`config.mk`:
```
export PLATFORM = sky130hd
export DESIGN_NAME = neighbor_mobility_score_unit
export DESIGN_NICKNAME = d
export VERILOG_FILES = /design/src/rtl/nms_pkg.sv /design/src/rtl/neighbor_mobility_score_unit.sv
export SDC_FILE = /design/constraint.sdc
export NUM_CORES = 2
export LEC_CHECK = 0
export ABC_AREA = 0
export BUFFER_PORTS_ARGS = -buffer_cell sky130_fd_sc_hd__buf_4
export CELL_PAD_IN_SITES_DETAIL_PLACEMENT = 0
export CELL_PAD_IN_SITES_GLOBAL_PLACEMENT = 1
export CORE_MARGIN = 5
export CORE_UTILIZATION = 34
export CTS_BUF_LIST = sky130_fd_sc_hd__clkbuf_8
export CTS_CLUSTER_SIZE = 16
export DETAILED_ROUTE_END_ITERATION = 6
export PLACE_DENSITY_LB_ADDON = 0.1
export REMOVE_ABC_BUFFERS = 1
export SLEW_MARGIN = 25
export SYNTH_ARGS = -nofsm -noshare
export SYNTH_HDL_FRONTEND = slang
export SYNTH_SLANG_ARGS = --single-unit
```
`constraint.sdc`:
```
create_clock -name clk -period 16.7 [get_ports clk]
set_input_delay 0.835 -clock clk [delete_from_list [all_inputs] [get_ports clk]]
set_output_delay 0.835 -clock clk [all_outputs]
set_load 0.01 [all_outputs]
```
`src/rtl/nms_pkg.sv`:
```
// Types and fixed constants of the neighbour mobility score unit.
// Used by the top level, its port checker and the testbench; depends on nothing else.
package nms_pkg;

	localparam int SPEED_W  = 16;
	localparam int ACCEL_W  = 16;
	localparam int DEGREE_W = 8;
	localparam int DIST_W   = 20;
	localparam int WEIGHT_W = 16;
	localparam int SCORE_W  = 32;
	localparam int SUM_W    = 40;
	localparam int NUM_W    = 40;
	localparam int PART_W   = NUM_W + WEIGHT_W;
	localparam int ACC_W    = PART_W + 2;
	localparam int BIT_W    = $clog2(NUM_W);
	localparam int MBIT_W   = $clog2(WEIGHT_W);
	localparam int CFG_IDX_W = 2;

	localparam logic [CFG_IDX_W-1:0] REG_WEIGHT_VELOCITY = 2'd0;
	localparam logic [CFG_IDX_W-1:0] REG_WEIGHT_DENSITY  = 2'd1;
	localparam logic [CFG_IDX_W-1:0] REG_WEIGHT_ACCEL    = 2'd2;

	localparam logic [WEIGHT_W-1:0] WEIGHT_VELOCITY_RST = 16'd32768;
	localparam logic [WEIGHT_W-1:0] WEIGHT_DENSITY_RST  = 16'd19661;
	localparam logic [WEIGHT_W-1:0] WEIGHT_ACCEL_RST    = 16'd13107;

	typedef enum logic [2:0] {
		ST_IDLE,
		ST_DIV,
		ST_POST,
		ST_FIN,
		ST_MUL,
		ST_MADD,
		ST_SCORE
	} state_t;

	typedef enum logic [2:0] {
		OP_VEL,
		OP_ACC,
		OP_VCI,
		OP_DNAR,
		OP_RAV
	} op_t;

endpackage

```
`src/rtl/neighbor_mobility_score_unit.sv`:
```
// Neighbour mobility score unit: one neighbour per input beat, one score per neighbour list.
// Depends on nms_pkg; all divisions and weight multiplications run through one radix-2
// divider and one shift-add multiplier. A present neighbour at nonzero distance, taken while
// the neighbour count is below MAX_PEERS, needs two 40-step divisions and stalls the input
// until both are done; an absent neighbour or one at zero distance does not stall the input
// unless it closes the list. The closing beat of a list adds, for a nonzero degree, three
// divisions by the degree, each followed by a 16-step weight multiplication, before the
// score beat is offered. The divider produces one quotient bit per cycle. The input is taken
// again once the score sits in the output register, even while that beat is still stalled.
module neighbor_mobility_score_unit
	import nms_pkg::*;
#(
	parameter int MAX_PEERS = 255
) (
	input  logic                  clk,
	input  logic                  arst_n,
	input  logic                  cfg_wr_en,
	input  logic [CFG_IDX_W-1:0]  cfg_index,
	input  logic [WEIGHT_W-1:0]   cfg_data,
	input  logic                  in_valid,
	output logic                  in_stall,
	input  logic [SPEED_W-1:0]    own_speed,
	input  logic signed [ACCEL_W-1:0] own_accel,
	input  logic [DEGREE_W-1:0]   own_degree,
	input  logic [SPEED_W-1:0]    peer_speed,
	input  logic signed [ACCEL_W-1:0] peer_accel,
	input  logic [DIST_W-1:0]     peer_distance,
	input  logic                  peer_present,
	input  logic                  is_last,
	output logic                  out_valid,
	input  logic                  out_stall,
	output logic [SCORE_W-1:0]    score,
	output logic                  score_saturated
);

	localparam int CNT_W = $clog2(MAX_PEERS + 1);
	localparam logic [CNT_W-1:0] CNT_MAX = CNT_W'(MAX_PEERS);

	state_t state_q, state_next;
	op_t    op_q;

	logic [WEIGHT_W-1:0] wv_q, wd_q, wa_q;
	logic [SUM_W-1:0]    vsum_q, asum_q;
	logic [CNT_W-1:0]    cnt_q;
	logic                clip_q;

	logic [NUM_W-1:0]    num_q;
	logic [DIST_W-1:0]   rem_q;
	logic [DIST_W-1:0]   div_q;
	logic [BIT_W-1:0]    bit_q;
	logic [ACCEL_W-1:0]  diff_q;
	logic [DEGREE_W-1:0] deg_q;
	logic                last_q;

	logic [WEIGHT_W-1:0] wsh_q;
	logic [MBIT_W-1:0]   mbit_q;
	logic [PART_W-1:0]   part_q;
	logic [ACC_W-1:0]    acc_q;

	logic                out_valid_q;
	logic [SCORE_W-1:0]  score_q;
	logic                sat_q;

	logic                accept;
	logic                out_load;
	logic                cnt_full;
	logic                launch;
	logic                div_last;
	logic                mul_last;

	logic [ACCEL_W:0]    accel_d;
	logic [ACCEL_W:0]    accel_mag;

	logic [DIST_W:0]     trial;
	logic [DIST_W:0]     trial_sub;
	logic                trial_ge;

	logic                term_clip;
	logic [SCORE_W-1:0]  term;
	logic [SUM_W-1:0]    sum_in;
	logic [SUM_W:0]      sum_add;
	logic                sum_clip;
	logic [SUM_W-1:0]    sum_new;

	logic                score_clip;
	logic [WEIGHT_W-1:0] weight_sel;

	// Handshake and decode of the incoming beat.
	assign accept   = in_valid & ~in_stall;
	assign cnt_full = (cnt_q >= CNT_MAX);
	assign launch   = peer_present & ~cnt_full & (peer_distance != '0);

	assign accel_d   = {own_accel[ACCEL_W-1], own_accel} - {peer_accel[ACCEL_W-1], peer_accel};
	assign accel_mag = accel_d[ACCEL_W] ? (~accel_d + 1'b1) : accel_d;

	// One restoring division step: the quotient bit shifts into the numerator register.
	assign trial     = {rem_q, num_q[NUM_W-1]};
	assign trial_sub = trial - {1'b0, div_q};
	assign trial_ge  = ~trial_sub[DIST_W];
	assign div_last  = (bit_q == BIT_W'(NUM_W - 1));
	assign mul_last  = (mbit_q == MBIT_W'(WEIGHT_W - 1));

	// Clipping of a finished per-neighbour term and its saturating accumulation.
	assign term_clip = (num_q[NUM_W-1:SCORE_W] != '0);
	assign term      = term_clip ? '1 : num_q[SCORE_W-1:0];
	assign sum_in    = (op_q == OP_VEL) ? vsum_q : asum_q;
	assign sum_add   = {1'b0, sum_in} + (SUM_W + 1)'(term);
	assign sum_clip  = sum_add[SUM_W];
	assign sum_new   = sum_clip ? '1 : sum_add[SUM_W-1:0];

	assign score_clip = (acc_q[ACC_W-1:SCORE_W+WEIGHT_W] != '0);

	always_comb begin
		case (op_q)
			OP_VCI:  weight_sel = wv_q;
			OP_DNAR: weight_sel = wd_q;
			OP_RAV:  weight_sel = wa_q;
			default: weight_sel = '0;
		endcase
	end

	// Next state.
	always_comb begin
		state_next = state_q;
		case (state_q)
			ST_IDLE: begin
				if (accept) begin
					if (launch)
						state_next = ST_DIV;
					else if (is_last)
						state_next = ST_FIN;
				end
			end
			ST_DIV: begin
				if (div_last)
					state_next = ST_POST;
			end
			ST_POST: begin
				case (op_q)
					OP_VEL:  state_next = ST_DIV;
					OP_ACC:  state_next = last_q ? ST_FIN : ST_IDLE;
					default: state_next = ST_MUL;
				endcase
			end
			ST_FIN: begin
				state_next = (deg_q == '0) ? ST_SCORE : ST_DIV;
			end
			ST_MUL: begin
				if (mul_last)
					state_next = ST_MADD;
			end
			ST_MADD: begin
				state_next = (op_q == OP_RAV) ? ST_SCORE : ST_DIV;
			end
			ST_SCORE: begin
				if (out_load)
					state_next = ST_IDLE;
			end
			default: state_next = ST_IDLE;
		endcase
	end

	// State outputs.
	always_comb begin
		in_stall = (state_q != ST_IDLE);
		out_load = (state_q == ST_SCORE) & (~out_valid_q | ~out_stall);
	end

	// Control state, list accumulators and configuration.
	always_ff @(posedge clk or negedge arst_n) begin
		if (!arst_n) begin
			state_q     <= ST_IDLE;
			op_q        <= OP_VEL;
			bit_q       <= '0;
			mbit_q      <= '0;
			cnt_q       <= '0;
			clip_q      <= 1'b0;
			vsum_q      <= '0;
			asum_q      <= '0;
			out_valid_q <= 1'b0;
			wv_q        <= WEIGHT_VELOCITY_RST;
			wd_q        <= WEIGHT_DENSITY_RST;
			wa_q        <= WEIGHT_ACCEL_RST;
		end else begin
			state_q <= state_next;

			if (cfg_wr_en) begin
				case (cfg_index)
					REG_WEIGHT_VELOCITY: wv_q <= cfg_data;
					REG_WEIGHT_DENSITY:  wd_q <= cfg_data;
					REG_WEIGHT_ACCEL:    wa_q <= cfg_data;
					default: ;
				endcase
			end

			if (out_load)
				out_valid_q <= 1'b1;
			else if (out_valid_q && !out_stall)
				out_valid_q <= 1'b0;

			case (state_q)
				ST_IDLE: begin
					bit_q <= '0;
					op_q  <= OP_VEL;
					if (accept && peer_present) begin
						if (cnt_full)
							clip_q <= 1'b1;
						else
							cnt_q <= cnt_q + 1'b1;
					end
				end
				ST_DIV: begin
					bit_q <= bit_q + 1'b1;
				end
				ST_POST: begin
					bit_q  <= '0;
					mbit_q <= '0;
					if (op_q == OP_VEL || op_q == OP_ACC) begin
						if (term_clip || sum_clip)
							clip_q <= 1'b1;
						if (op_q == OP_VEL)
							vsum_q <= sum_new;
						else
							asum_q <= sum_new;
					end
					if (op_q == OP_VEL)
						op_q <= OP_ACC;
				end
				ST_FIN: begin
					bit_q <= '0;
					op_q  <= OP_VCI;
				end
				ST_MUL: begin
					mbit_q <= mbit_q + 1'b1;
				end
				ST_MADD: begin
					bit_q <= '0;
					case (op_q)
						OP_VCI:  op_q <= OP_DNAR;
						OP_DNAR: op_q <= OP_RAV;
						default: ;
					endcase
				end
				ST_SCORE: begin
					// The list state is cleared as the score is loaded into the output register.
					if (out_load) begin
						vsum_q <= '0;
						asum_q <= '0;
						cnt_q  <= '0;
						clip_q <= 1'b0;
					end
				end
				default: ;
			endcase
		end
	end

	// Divider, multiplier and output payload.
	always_ff @(posedge clk) begin
		case (state_q)
			ST_IDLE: begin
				if (accept) begin
					num_q  <= {(2*SPEED_W)'(own_speed) * (2*SPEED_W)'(peer_speed), 8'd0};
					rem_q  <= '0;
					div_q  <= peer_distance;
					diff_q <= accel_mag[ACCEL_W-1:0];
					deg_q  <= own_degree;
					last_q <= is_last;
				end
			end
			ST_DIV: begin
				num_q <= {num_q[NUM_W-2:0], trial_ge};
				rem_q <= trial_ge ? trial_sub[DIST_W-1:0] : trial[DIST_W-1:0];
			end
			ST_POST: begin
				if (op_q == OP_VEL) begin
					num_q <= NUM_W'({diff_q, 16'd0});
					rem_q <= '0;
				end
				wsh_q  <= weight_sel;
				part_q <= '0;
			end
			ST_FIN: begin
				acc_q <= '0;
				num_q <= vsum_q;
				rem_q <= '0;
				div_q <= DIST_W'(deg_q);
			end
			ST_MUL: begin
				// Weight bits are taken most significant first.
				part_q <= {part_q[PART_W-2:0], 1'b0} + (wsh_q[WEIGHT_W-1] ? PART_W'(num_q) : '0);
				wsh_q  <= {wsh_q[WEIGHT_W-2:0], 1'b0};
			end
			ST_MADD: begin
				acc_q <= acc_q + ACC_W'(part_q);
				rem_q <= '0;
				if (op_q == OP_VCI)
					num_q <= NUM_W'({cnt_q, 16'd0});
				else
					num_q <= asum_q;
			end
			ST_SCORE: begin
				if (out_load) begin
					score_q <= score_clip ? '1 : acc_q[SCORE_W+WEIGHT_W-1:WEIGHT_W];
					sat_q   <= clip_q | score_clip;
				end
			end
			default: ;
		endcase
	end

	assign out_valid       = out_valid_q;
	assign score           = score_q;
	assign score_saturated = sat_q;

endmodule

```
==> results.yml <==
logic_synthesis:
  syn_inst: 3961
  synth_seq_cells: 422
  yosys_warnings: 0
  yosysMostFrequentCell: "nand2_1"
  synth.top_cell.area_share: 0.222
  synth_area_leaders: "edfxtp_1 22%, fa_1 11%, dfrtp_1 9.5%"
  synth_commonest_cells: "497 x nand2_1, 338 x inv_1, 287 x a21oi_1, 284 x nor2_1, 271 x ha_1"
  yosysTopAreaCell: "edfxtp_1"
  yosysSeqAreaShare: 0.329
  ys_types: 93
  avgSynthCellArea_sq_um: 9.16
  async_flop_share: 0.365
  synth_edf_count: 268
  syn_area_sq_um: 36300
  synthFlopType: "edfxtp_1"
floorplanning:
  start_util: 0.344
  core_area_sq_um: 106000
  die_w_um: 337
  ios: 152
  rows: 119
  chipHeight_um: 337
  die_area_sq_um: 113000
route:
  drtPass1Iterations: 5
  ant_nets: 0
  vias_per_cell: 5.20
  avgRoutedWirePerCell_um: 20.2
  drt_iter0_drc: 1786
  vias: 28741
  routed_wl_um: 111000
  drc: 0
timing:
  finalCritPeriodShare: 0.392
  max_slew_margin: 0.293
  fmax_ghz: 0.153
  rsz0062_at_grt: "false"
  finalHoldViolCount: 0
  fin_skew_ns: 0.0359
  setup_tns_ns: 0
  maxSlewViolCount: 0
  layout_setup_ws_ns: 10.15
  period_minus_slack_ns: 6.55
  setup_viol: 0
  tightest_slew_ns: 1.06
  hold_slack_ns: 0.213
flow_run:
  cap_violations: 0
critical_path:
  arrival_ns: 6.96
  critical_path_class: "input port to flip-flop"
  crit_top_cell: "fa_1"
  reg2reg_depth: 18
  path_delay_family: "adder cells"
  slowest_delay_ns: 0.57
  startpoint_type: "input port"
  r2r_start: "op_q[0]"
  slowest_stage: "fa_1"
  endpoint_kind: "flip-flop"
  required_ns: 17.10
  path_cells: "buf_4, and2_1, fa_1, inv_1, fa_1, inv_1, fa_1, fa_1, fa_1, inv_1, fa_1, inv_1, ha_1, a21o_1, a21o_1, a21o_1, a2111oi_0, o21ai_0, o221ai_1, o21ai_0, a21oi_1, xnor2_1, o21ai_0"
  cp_num_buf_inv: 5
  r2r_end: "asum_q[6]"
  crit_fanout: 16
  regToRegSetupSlack_ns: 11.49
layout:
  layout.nets: 4649
  fillers: 10864
  drive_gt1_frac: 0.124
  syn2layout_area_growth_pct: 11.7
global_route:
  overflow: 0
  grt_first_pass_wirelength_um: 172000
  grt_max_degree: 90
  grt_usage: 0.194
  grt_pass1_vias: 29280
  antenna_found_initial: 4
clock_network:
  root_buffer: "clkbuf_8"
  postCtsSetupRepairBufs: 0
  cts_hold_buf: 0
  cts_tree: "yes"
  clock_sinks: 422
  cts_buffers: 84
  cts_buffer_depth: 3
  insertion_delay_ns: 0.73
  htreeDepth: 3
  cts_resized: 0
  clk_pin_slew_ns: 0.06
run_status:
  status: "finished clean"
pwr:
  peakVddDrop_v: 0.000174
  powerDensity_nw_per_um2: 111
  p_leak_nw: 17.9
  total_power_mw: 4.51
placed_design:
  port_buffers: 151
  pre_cts_ws_ns: 9.47
  place_hpwl_um: 82200
  place_congestion: 0.817
hold_path:
  hold_class: "input port to asynchronous set/reset pin"
cell families after synthesis:
logic type / share of synthesized area
XOR/XNOR: 0.0432
multiplexers: 0.0348
AO/OA/AOI/OAI: 0.160
AND/OR/NAND/NOR: 0.177
flip-flops: 0.329
adder cells (fa/ha/maj): 0.203
buffers and inverters: 0.0536
worst reg2reg max path, stage by stage, from the launching register on:
cell and delay [ns]:
dfrtp_1 0.31, buf_4 0.38, or3_1 0.19, buf_4 0.51, nand2_1 0.12, nand2_1 0.09
ha_1 0.19, inv_1 0.07, fa_1 0.40, nor2b_1 0.18, o31a_1 0.20, o31ai_2 0.11
nand3_1 0.20, nand3_1 0.18, a21oi_1 0.32, o41ai_4 0.21, nor2_4 0.87, o21ai_0 0.34
o21ai_0 0.25
cells in the final DEF, fill, tap and decap left out, types with 43 or more instances in the layout:
| cell type | synthesis | routed |
|---|---|---|
| a21o_1 | 80 | 80 |
| a21oi_1 | 287 | 286 |
| and2_1 | 181 | 181 |
| buf_4 | 2 | 184 |
| clkbuf_8 | 0 | 90 |
| dfrtp_1 | 137 | 136 |
| edfxtp_1 | 268 | 268 |
| fa_1 | 199 | 199 |
| ha_1 | 271 | 271 |
| inv_1 | 338 | 368 |
| mux2_2 | 74 | 74 |
| mux2i_1 | 43 | 43 |
| nand2_1 | 497 | 495 |
| nand3_1 | 65 | 65 |
| nor2_1 | 284 | 279 |
| nor3_1 | 48 | 47 |
| o21ai_0 | 240 | 239 |
| or2_2 | 76 | 76 |
| xnor2_1 | 96 | 96 |
| xor2_1 | 83 | 83 |
registers in the layout (all words and copies together) (netlist names), 6 cells and up:
| name | count |
|---|---|
| acc_q | 58 |
| asum_q | 40 |
| bit_q | 6 |
| cnt_q | 8 |
| deg_q | 8 |
| diff_q | 16 |
| div_q | 20 |
| num_q | 40 |
| part_q | 56 |
| rem_q | 20 |
| score | 32 |
| vsum_q | 40 |
| wa_q | 16 |
| wd_q | 16 |
| wsh_q | 16 |
| wv_q | 16 |
metrics by stage:
stage / instance area [sq um] / util / cells
finish: 40500 / 0.384 / 5525
global route: 40500 / 0.384 / 5524
CTS: 40500 / 0.384 / 5521
detailed placement: 38800 / 0.368 / 5365
global placement: 38800 / 0.368 / 5365
floorplan: 35600 / - / 3788
layer usage:
metal / GRT usage / vias up / part of all wire / wire, um
li1: - / 14014 / - / -
met1: 0.272 / 14076 / 0.47 / 52600
met2: 0.317 / 524 / 0.46 / 51400
met3: 0.0267 / 127 / 0.043 / 4820
met4: 0.0520 / 0 / 0.023 / 2600
met5: 0 / - / 0 / 0
power breakdown:
| part | internal [mW] | total, mW | switching (mW) |
|---|---|---|---|
| logic | 0.907 | 2.30 | 1.39 |
| registers | 1.14 | 1.15 | 0.00997 |
| clock network | 0.551 | 1.07 | 0.515 |
how the worst max path moves through the flow:
stage / startpoint / to / cells after the start
after floorplan: state_q[2] / vsum_q[0] / 6
after global placement: own_speed[12] / num_q[39] / 23
after detailed placement: own_speed[12] / num_q[39] / 23
after CTS: own_speed[12] / num_q[39] / 23
after global routing: own_speed[12] / num_q[39] / 23
final: own_speed[12] / num_q[39] / 23
layout make-up:
type | count | area (sq um) | share of cell area
Antenna cell | 2 | 5.00 | 0.000123
Clock buffer | 90 | 1240 | 0.0306
Clock inverter | 66 | 403 | 0.00994
Inverter | 339 | 1270 | 0.0314
Multi-Input combinational cell | 3027 | 22500 | 0.555
Sequential cell | 422 | 11900 | 0.294
Tap cell | 1391 | 1740 | 0.0429
Timing Repair Buffer | 188 | 1430 | 0.0353
Power figures use the tool's default switching activity.
